**src/sv/bbd_pkg.sv**
```systemverilog
// shared types, constants and helpers for the bayer demosaic block
package bbd_pkg;

   localparam int MAX_WIDTH_DEF  = 4096;
   localparam int MAX_HEIGHT_DEF = 4096;

   localparam int SAMPLE_W   = 8;
   localparam int CSR_IDX_W  = 2;
   localparam int CSR_DATA_W = 13;

   localparam int WIDTH_RESET  = 640;
   localparam int HEIGHT_RESET = 480;

   localparam logic [CSR_IDX_W-1:0] CSR_FRAME_WIDTH  = 2'd0;
   localparam logic [CSR_IDX_W-1:0] CSR_FRAME_HEIGHT = 2'd1;
   localparam logic [CSR_IDX_W-1:0] CSR_BAYER_ORDER  = 2'd2;

   // where the output pixel sits in the frame
   typedef struct packed {
      logic vl;     // left neighbour inside the frame
      logic vr;     // right neighbour inside the frame
      logic vu;     // upper neighbour inside the frame
      logic vd;     // lower neighbour inside the frame
      logic px;     // column parity
      logic py;     // row parity
      logic last;   // last pixel of the frame
   } pos_type;

   // zero reads as one, anything above the limit saturates
   function automatic int clamp_dim(input logic [CSR_DATA_W-1:0] v, input int maxv);
      int r;
      r = int'(v);
      if (r == 0) begin
         r = 1;
      end else if (r > maxv) begin
         r = maxv;
      end
      return r;
   endfunction

endpackage

```
**src/sv/bbd_interp.sv**
```systemverilog
// bilinear colour reconstruction of one pixel from its 3x3 neighbourhood
module bbd_interp (
   input  logic [8:0][bbd_pkg::SAMPLE_W-1:0] win,   // row-major, up-left first
   input  bbd_pkg::pos_type                  pos,
   input  logic [1:0]                        order,
   output logic [bbd_pkg::SAMPLE_W-1:0]      red,
   output logic [bbd_pkg::SAMPLE_W-1:0]      green,
   output logic [bbd_pkg::SAMPLE_W-1:0]      blue
);

   localparam logic [19:0] RECIP3     = 20'd683;
   localparam int          RECIP3_SHR = 11;

   // truncated mean of up to four samples, divide by three via reciprocal
   function automatic logic [7:0] mean(input logic [9:0] sum, input logic [2:0] cnt);
      logic [19:0] prod;
      logic [7:0]  r;
      prod = 20'(sum) * RECIP3;
      case (cnt)
         3'd1:    r = sum[7:0];
         3'd2:    r = sum[8:1];
         3'd3:    r = prod[RECIP3_SHR+7:RECIP3_SHR];
         3'd4:    r = sum[9:2];
         default: r = 8'd0;
      endcase
      return r;
   endfunction

   logic [8:0] hs, vs;
   logic [9:0] ds, hvs;
   logic [2:0] hc, vc, dc, hvc;
   logic [7:0] ctr, m_h, m_v, m_d, m_hv;
   logic       site_r, site_b;

   always_comb begin
      hs  = (pos.vl ? 9'(win[3]) : 9'd0) + (pos.vr ? 9'(win[5]) : 9'd0);
      vs  = (pos.vu ? 9'(win[1]) : 9'd0) + (pos.vd ? 9'(win[7]) : 9'd0);
      hc  = 3'(pos.vl) + 3'(pos.vr);
      vc  = 3'(pos.vu) + 3'(pos.vd);
      ds  = ((pos.vl && pos.vu) ? 10'(win[0]) : 10'd0)
          + ((pos.vr && pos.vu) ? 10'(win[2]) : 10'd0)
          + ((pos.vl && pos.vd) ? 10'(win[6]) : 10'd0)
          + ((pos.vr && pos.vd) ? 10'(win[8]) : 10'd0);
      dc  = 3'(pos.vl && pos.vu) + 3'(pos.vr && pos.vu)
          + 3'(pos.vl && pos.vd) + 3'(pos.vr && pos.vd);
      hvs = 10'(hs) + 10'(vs);
      hvc = hc + vc;

      ctr  = win[4];
      m_h  = mean(10'(hs), hc);
      m_v  = mean(10'(vs), vc);
      m_d  = mean(ds, dc);
      m_hv = mean(hvs, hvc);

      site_r = (pos.px == order[0]) && (pos.py == order[1]);
      site_b = (pos.px != order[0]) && (pos.py != order[1]);

      if (site_r) begin
         red   = ctr;
         green = m_hv;
         blue  = m_d;
      end else if (site_b) begin
         red   = m_d;
         green = m_hv;
         blue  = ctr;
      end else if (pos.py == order[1]) begin
         // green on a red row
         red   = m_h;
         green = ctr;
         blue  = m_v;
      end else begin
         // green on a blue row
         red   = m_v;
         green = ctr;
         blue  = m_h;
      end
   end

endmodule

```
**config.mk**
```make
export PLATFORM = sky130hd
export DESIGN_NAME = bbd_interp
export DESIGN_NICKNAME = d
export VERILOG_FILES = /design/src/sv/bbd_pkg.sv /design/src/sv/bbd_interp.sv
export SDC_FILE = /design/constraint.sdc
export NUM_CORES = 1
export LEC_CHECK = 0
export ABC_CLOCK_PERIOD_IN_PS = 14000
export BUFFER_PORTS_ARGS = -buffer_cell sky130_fd_sc_hd__buf_2
export CAP_MARGIN = 40
export CORE_UTILIZATION = 43
export DETAILED_ROUTE_END_ITERATION = 8
export PLACE_DENSITY = 0.73
export SLEW_MARGIN = 20
export SYNTH_ARGS = -nofsm -noshare
export SYNTH_HDL_FRONTEND = slang
export SYNTH_SLANG_ARGS = --single-unit
```
**constraint.sdc**
```tcl
create_clock -name vclk -period 14
set_clock_uncertainty 0.15 [all_clocks]
set_input_delay 2.8 -clock vclk [all_inputs]
set_output_delay 2.8 -clock vclk [all_outputs]
set_load 0.05 [all_outputs]
```
==> results by stage, run 1 <==
Outcome:
- The run finished with clean final reports.

Cells and area:
- The sequential cell area is 0 µm².
- The number of flip-flops and latches is 0.
- The number of diodes added for antenna fixing is 0.
- In the final design database the tool counted 1,676 nets.
- The most common library cell in the layout ignoring fill and taps is sky130_fd_sc_hd__ha_1.
- After layout, the clock buffer instance count stands at 0.
- From synthesis to final layout, the design area changed by 13.6%.
- The fraction of final layout cells with drive strength greater than 1 is 0.164.
- In the layout the commonest cells are sky130_fd_sc_hd__ha_1 (239), sky130_fd_sc_hd__inv_1 (204), sky130_fd_sc_hd__buf_2 (101), sky130_fd_sc_hd__fa_1 (100), sky130_fd_sc_hd__nand2_1 (54).
- Counting the fill cells in the layout gives about 2,100.

Setup path:
- The largest fanout on the critical path is 18.
- STA classifies the critical path startpoint as an input pin.
- The worst setup path is captured at an output pin.
- The number of buffers and inverters on the critical path is 11.
- The most frequent cell on the critical path is sky130_fd_sc_hd__inv_1.
- The required time reported for the critical path endpoint is 11.05 ns.
- The largest individual stage delay along the critical path comes from the cell sky130_fd_sc_hd__fa_1.
- By startpoint and endpoint, the worst setup path is classified as input pin to output pin.
- Data on the critical path arrives at its endpoint at 10.71 ns.
- In this design, the stage delay of the slowest critical-path cell is 0.53 ns.
- The family with the most delay on the worst path is adder cells.

Global routing:
- The overflow left after global routing is 0.
- The via count of the first global-routing pass is 8,455.
- The global routing usage summed across all routing layers is 0.222.
- Entering global routing, the biggest net connects 19 pins.
- The number of antenna violations at the first check in global routing came to 0.
- The first-pass GRT wire length is a little over 40 mm.

Synth:
- The count of different cell masters after synthesis is 71.
- The post-synthesis instance area is 0.00953 mm².
- The top cell type by total area after synthesis is sky130_fd_sc_hd__ha_1.
- When the netlist entered floorplanning its net count stood at 1,540.
- Averaged over all synthesized cells, the footprint is 8.51 µm².
- The share of the yosys chip area belonging to registers is 0.
- The portion of synthesized cell area occupied by the leading cell type is 0.315.
- The number of instances in the synthesized netlist is 1,119.
- Ranked by total cell area, the synthesized netlist is headed by sky130_fd_sc_hd__ha_1 (32%), sky130_fd_sc_hd__fa_1 (21%), sky130_fd_sc_hd__inv_1 (8.0%).
- For this run, the number of Yosys warnings is 0.

Die:
- The placeable core area is ~0.022 mm².
- The cell row count is 54.
- The die boundary height is 151 µm.
- The die boundary width is 151 µm.
- During I/O placement, the number of pins put on the boundary was 105.
- The overall die area is 0.0228 mm².
- The initial utilization of the core area, before any placement, comes to 0.438.

Drt:
- The met2 wire length is 11.0 mm.
- The detailed router put a total of 11.0 mm of wire on met1.
- Once detail routing completed, the nets flagged for antenna violations numbered 0.
- The via count of the routed design is 8,473.
- The via count normalized by instance count is 5.53.
- The final layout contains routed wiring with a total length of 24.2 mm.
- The uppermost layer routed is met4.
- Dividing the detail-routed wire length by the instance count gives 15.8 µm.
- The number of iterations in the first detailed-routing pass is 6.
- Detailed routing placed a total of 1.44 mm of wire on met3.
- The detailed router's first-iteration violation count is 370.
- After detailed routing, the number of remaining DRC violations is 0.

Timing:
- The worst path in the final design needs a cycle of 13.66 ns, including I/O delays and setup.
- The portion of the clock cycle consumed by the worst path in the final layout is 0.976.
- The slew at the pin closest to its max-slew limit is 0.725 ns.
- Based on the critical path, the design can be clocked at up to 73.2 MHz.
- The max-slew headroom at the worst pin is 0.513.
- After routing, the total negative slack on setup checks comes to 0 ns.
- Setup repair after global routing could not meet its margin everywhere.
- The number of pins with negative max-slew slack in the final report is 0.
- The number of hold violations in the final report came to 0.
- Setup violations remaining at the end of the flow were counted as 0.

Place:
- Detailed placement ended at an HPWL of 21.9 mm.
- The congestion estimate from routability-driven global placement came to 1.02.
- The number of I/O port buffers is 104.

Clocking:
- The hold-fix buffer count after cts is 0.

Worst hold path:
- The worst hold-check path type is input pin to output pin.

Flow run:
- Max-cap violations in this run came to 0.
-- stage by stage --
| stage | hold WS (ns) | area, µm² | setup slack, ns | cells | util |
|---|---|---|---|---|---|
| 2_1_floorplan | 5.80 | 9530 | 0.189 | 1119 | - |
| 5_1_grt | 5.91 | 10800 | 0.00114 | 1533 | 0.497 |
| 3_3_place_gp | 5.88 | 10700 | 0.206 | 1530 | 0.491 |
| 4_1_cts | 5.89 | 10700 | 0.0206 | 1532 | 0.492 |
| 6_report | 5.90 | 10800 | 0.336 | 1533 | 0.497 |
| 3_5_place_dp | 5.89 | 10700 | 0.0496 | 1532 | 0.492 |
-- timing repair --
item / 4_1_cts / 5_1_grt
setup endpoints to repair: 0 / 18
endpoints found under the hold margin: 0 / 0
gates resized for setup: 0 / 31
setup buffers: 0 / 1
-- cell type report --
class / instances / area [µm²] / share of cell area
timing repair buffer: 155 / 922 / 0.0852
multi-input combinational: 890 / 8770 / 0.810
tap: 280 / 350 / 0.0324
inverter: 208 / 781 / 0.0721
-- kinds of logic (layout without fill, tap and decap cells) --
family,Yosys count,in the layout,synth area share
adder cells (fa/ha/maj),340,340,0.525
XOR/XNOR,63,63,0.0587
AND/OR/NAND/NOR,232,232,0.123
buffers and inverters,229,363,0.0906
AO/OA/AOI/OAI,245,245,0.182
multiplexers,10,10,0.0210
-- routing by layer --
metal  global-route usage  vias to the layer above
li1                     -                     4164
met1                0.303                     3999
met2                0.378                      258
met3               0.0145                       52
met4               0.0630                        0
met5                    0                        -
-- path summary, 6_finish.rpt --
check | cells after the start | endpoint | startpoint | slack [ns]
worst max-delay path | 35 | green[3] | pos[6] | 0.34
worst min-delay path | 4 | green[6] | win[38] | 5.90
-- Yosys cell counts, types with 3 or more instances --
master                      number
sky130_fd_sc_hd__o21ai_0        37
sky130_fd_sc_hd__a22o_1          5
sky130_fd_sc_hd__a2111oi_0       3
sky130_fd_sc_hd__a21oi_1        56
sky130_fd_sc_hd__o211ai_1       11
sky130_fd_sc_hd__nor2b_1         6
sky130_fd_sc_hd__a222oi_1        5
sky130_fd_sc_hd__a221oi_1        7
sky130_fd_sc_hd__nor3_1         14
sky130_fd_sc_hd__nand2_1        54
sky130_fd_sc_hd__clkbuf_1       19
sky130_fd_sc_hd__and3_1         25
sky130_fd_sc_hd__inv_1         204
sky130_fd_sc_hd__nand2b_1        8
sky130_fd_sc_hd__nand3_1        13
sky130_fd_sc_hd__a31oi_1         5
sky130_fd_sc_hd__a21o_2          3
sky130_fd_sc_hd__a22oi_1        13
sky130_fd_sc_hd__o21bai_1        4
sky130_fd_sc_hd__o31a_1          5
sky130_fd_sc_hd__o221ai_1        4
sky130_fd_sc_hd__or3_1           6
sky130_fd_sc_hd__nor2_1         52
sky130_fd_sc_hd__a21o_1         23
sky130_fd_sc_hd__xnor2_1        42
sky130_fd_sc_hd__mux4_2          8
sky130_fd_sc_hd__o22ai_1         8
sky130_fd_sc_hd__inv_2           3
sky130_fd_sc_hd__ha_1          240
sky130_fd_sc_hd__and2_1         37
sky130_fd_sc_hd__nand4_1         5
sky130_fd_sc_hd__o311a_1         3
sky130_fd_sc_hd__a211oi_1       12
sky130_fd_sc_hd__fa_1          100
sky130_fd_sc_hd__o21a_1         12
sky130_fd_sc_hd__a211o_1         3
sky130_fd_sc_hd__xor2_1         20
sky130_fd_sc_hd__or2_2           3
Power of run 1 is left out: the tool's default activity adds up to more than one toggle a clock period on the data nets, which glitch-free logic cannot reach.
==> inputs of run 2 (changes only) <==
- ABC_CLOCK_PERIOD_IN_PS: 14000 -> 16800
- clock period: 14 -> 16.8 ns (I/O delays scaled with it)
==> results by stage, run 2 (same netlist as run 1, synthesis figures left out) <==
Drt:
- The detailed router's first-iteration violation count is between 400 and 500.
- The remaining number of nets flagged by the antenna check after routing is 0.
- The via count of the routed design is 8,306.
- The via count normalized by instance count is 5.55.
- The number of iterations in the first detailed-routing pass is 5.
- Dividing the detail-routed wire length by the instance count gives 15.9 µm.
- The post-detailed-route DRC marker count is 0.
- The routed wire length is 23.9 mm.

Setup path:
- Data on the critical path is required at its endpoint by approximately 13 ns.
- The critical path contains buffers and inverters numbering 7 combined.
- The family with the most delay on the worst path is compound AO/OA/AOI/OAI gates.
- For this design, the slowest cell found on the critical path is sky130_fd_sc_hd__fa_1.
- The kind of capture point of the worst setup path is an output pin.
- The category of the worst setup path launch point is an input pin.
- The largest fanout on the critical path is 25.
- The critical path is of the input pin to output pin type.
- For the worst setup path, the data arrival time is approximately 12 ns.
- The delay of the slowest critical-path stage is about 0.53 ns.

Cells and area:
- The count of clock-net buffers in the final layout is 0.
- The number of flip-flops and latches is 0.
- The most common library cell in the layout ignoring fill and taps is sky130_fd_sc_hd__ha_1.
- The number of nets in the finished design is 1,640.
- The sequential cell area is 0 µm².
- The top cell types in the final layout, fill and taps aside, are sky130_fd_sc_hd__ha_1 (240), sky130_fd_sc_hd__inv_1 (204), sky130_fd_sc_hd__buf_2 (104), sky130_fd_sc_hd__fa_1 (100), sky130_fd_sc_hd__a21oi_1 (56).
- Counting the fill cells in the layout gives 2,112.
- The repair_antennas step left the layout with diodes totalling 0.
- Of the cells placed in the final design, the portion with a size suffix greater than 1 is 0.122.
- Relative to the synthesized area, the layout overhead comes to 9.57%.

Global routing:
- The pin count of the biggest net entering global routing is 26.
- The number of antenna violations at the first check in global routing was 0.
- The first global-routing pass estimated 39.0 mm of wire.
- The via count of the first global-routing pass was 8,195.
- The overflow left after global routing is 0.
- The global routing usage summed across all routing layers is 0.214.

Timing:
- Timing would allow up to 63.8 MHz.
- Setup repair after global routing left no endpoint under its margin.
- Measured against its own limit, the worst slew margin works out to 0.409.
- The number of pins with negative max-slew slack in the final report was 0.
- For the pin with the worst max-slew slack, the measured transition is 0.883 ns.
- The clock period minus worst slack is 15.68 ns.
- The number of hold violations in the final report is 0.
- Setup violations remaining at the end of the flow were counted as 0.
- The total negative slack for setup checks is 0 ns.
- The portion of the clock cycle consumed by the worst path in the final layout is 0.933.

Die:
- The initial utilization of the core area, before any placement, comes to 0.438.
- From left edge to right edge, the die measures 151 µm.
- The die covers 0.0228 mm².
- The floorplan step set the die height to 151 µm.
- After floorplanning, the core was divided into between 50 and 60 placement rows.
- The number of placed I/O pins is 105.
- The total area inside the core boundary comes to 0.0218 mm².

Worst hold path:
- The min-delay analysis places its worst path in the category input pin to output pin.

Outcome:
- The flow ran to the end, and the final reports show no timing, DRC or antenna violations.

Place:
- Detailed placement ended at an HPWL of around 21 mm.
- At the end of routability-driven placement, the weighted congestion stood at a little under 1.
- The number of I/O port buffers is 104.

Clocking:
- The number of buffers inserted to repair setup after CTS is 0.
- Once the clock tree was built, the resizer swapped 0 gates to a different size.
- The number of hold buffers added after CTS was 0.

Flow run:
- The number of max-cap violations is 0.
run 2: path summary, 6_finish.rpt:
| check | startpoint | to | cells past startpoint |
|---|---|---|---|
| max | pos[4] | green[4] | 32 |
| min | win[37] | green[5] | 4 |
run 2: tightest hold or removal path, cell delays in order:
cell and delay, ns:
sky130_fd_sc_hd__buf_2 0.13, sky130_fd_sc_hd__nand2_1 0.05, sky130_fd_sc_hd__o21ai_1 0.05, sky130_fd_sc_hd__buf_2 0.20
run 2: area by class of cell:
type                            count  area (µm²)  share of cell area
Timing Repair Buffer              119         637              0.0610
Multi-Input combinational cell    890        8670               0.831
Tap cell                          280         350              0.0336
Inverter                          208         781              0.0748
run 2: routing by layer:
metal,share of wire,track usage,up-vias
met5,0,0,-
met4,0.025,0.0445,0
met3,0.060,0.0160,35
met2,0.46,0.368,271
met1,0.45,0.292,3914
li1,-,-,4086
run 2: stage by stage:
step	cells	hold slack (ns)	util	instance area (µm²)	worst slack (ns)
floorplan	1119	6.92	-	9530	1.87
global placement	1494	7.00	0.479	10400	1.28
detailed placement	1497	7.01	0.480	10400	1.21
CTS	1497	7.01	0.480	10400	1.16
global route	1497	7.03	0.480	10400	0.424
finish	1497	7.01	0.480	10400	1.12
Power of run 2 is left out for the same reason.
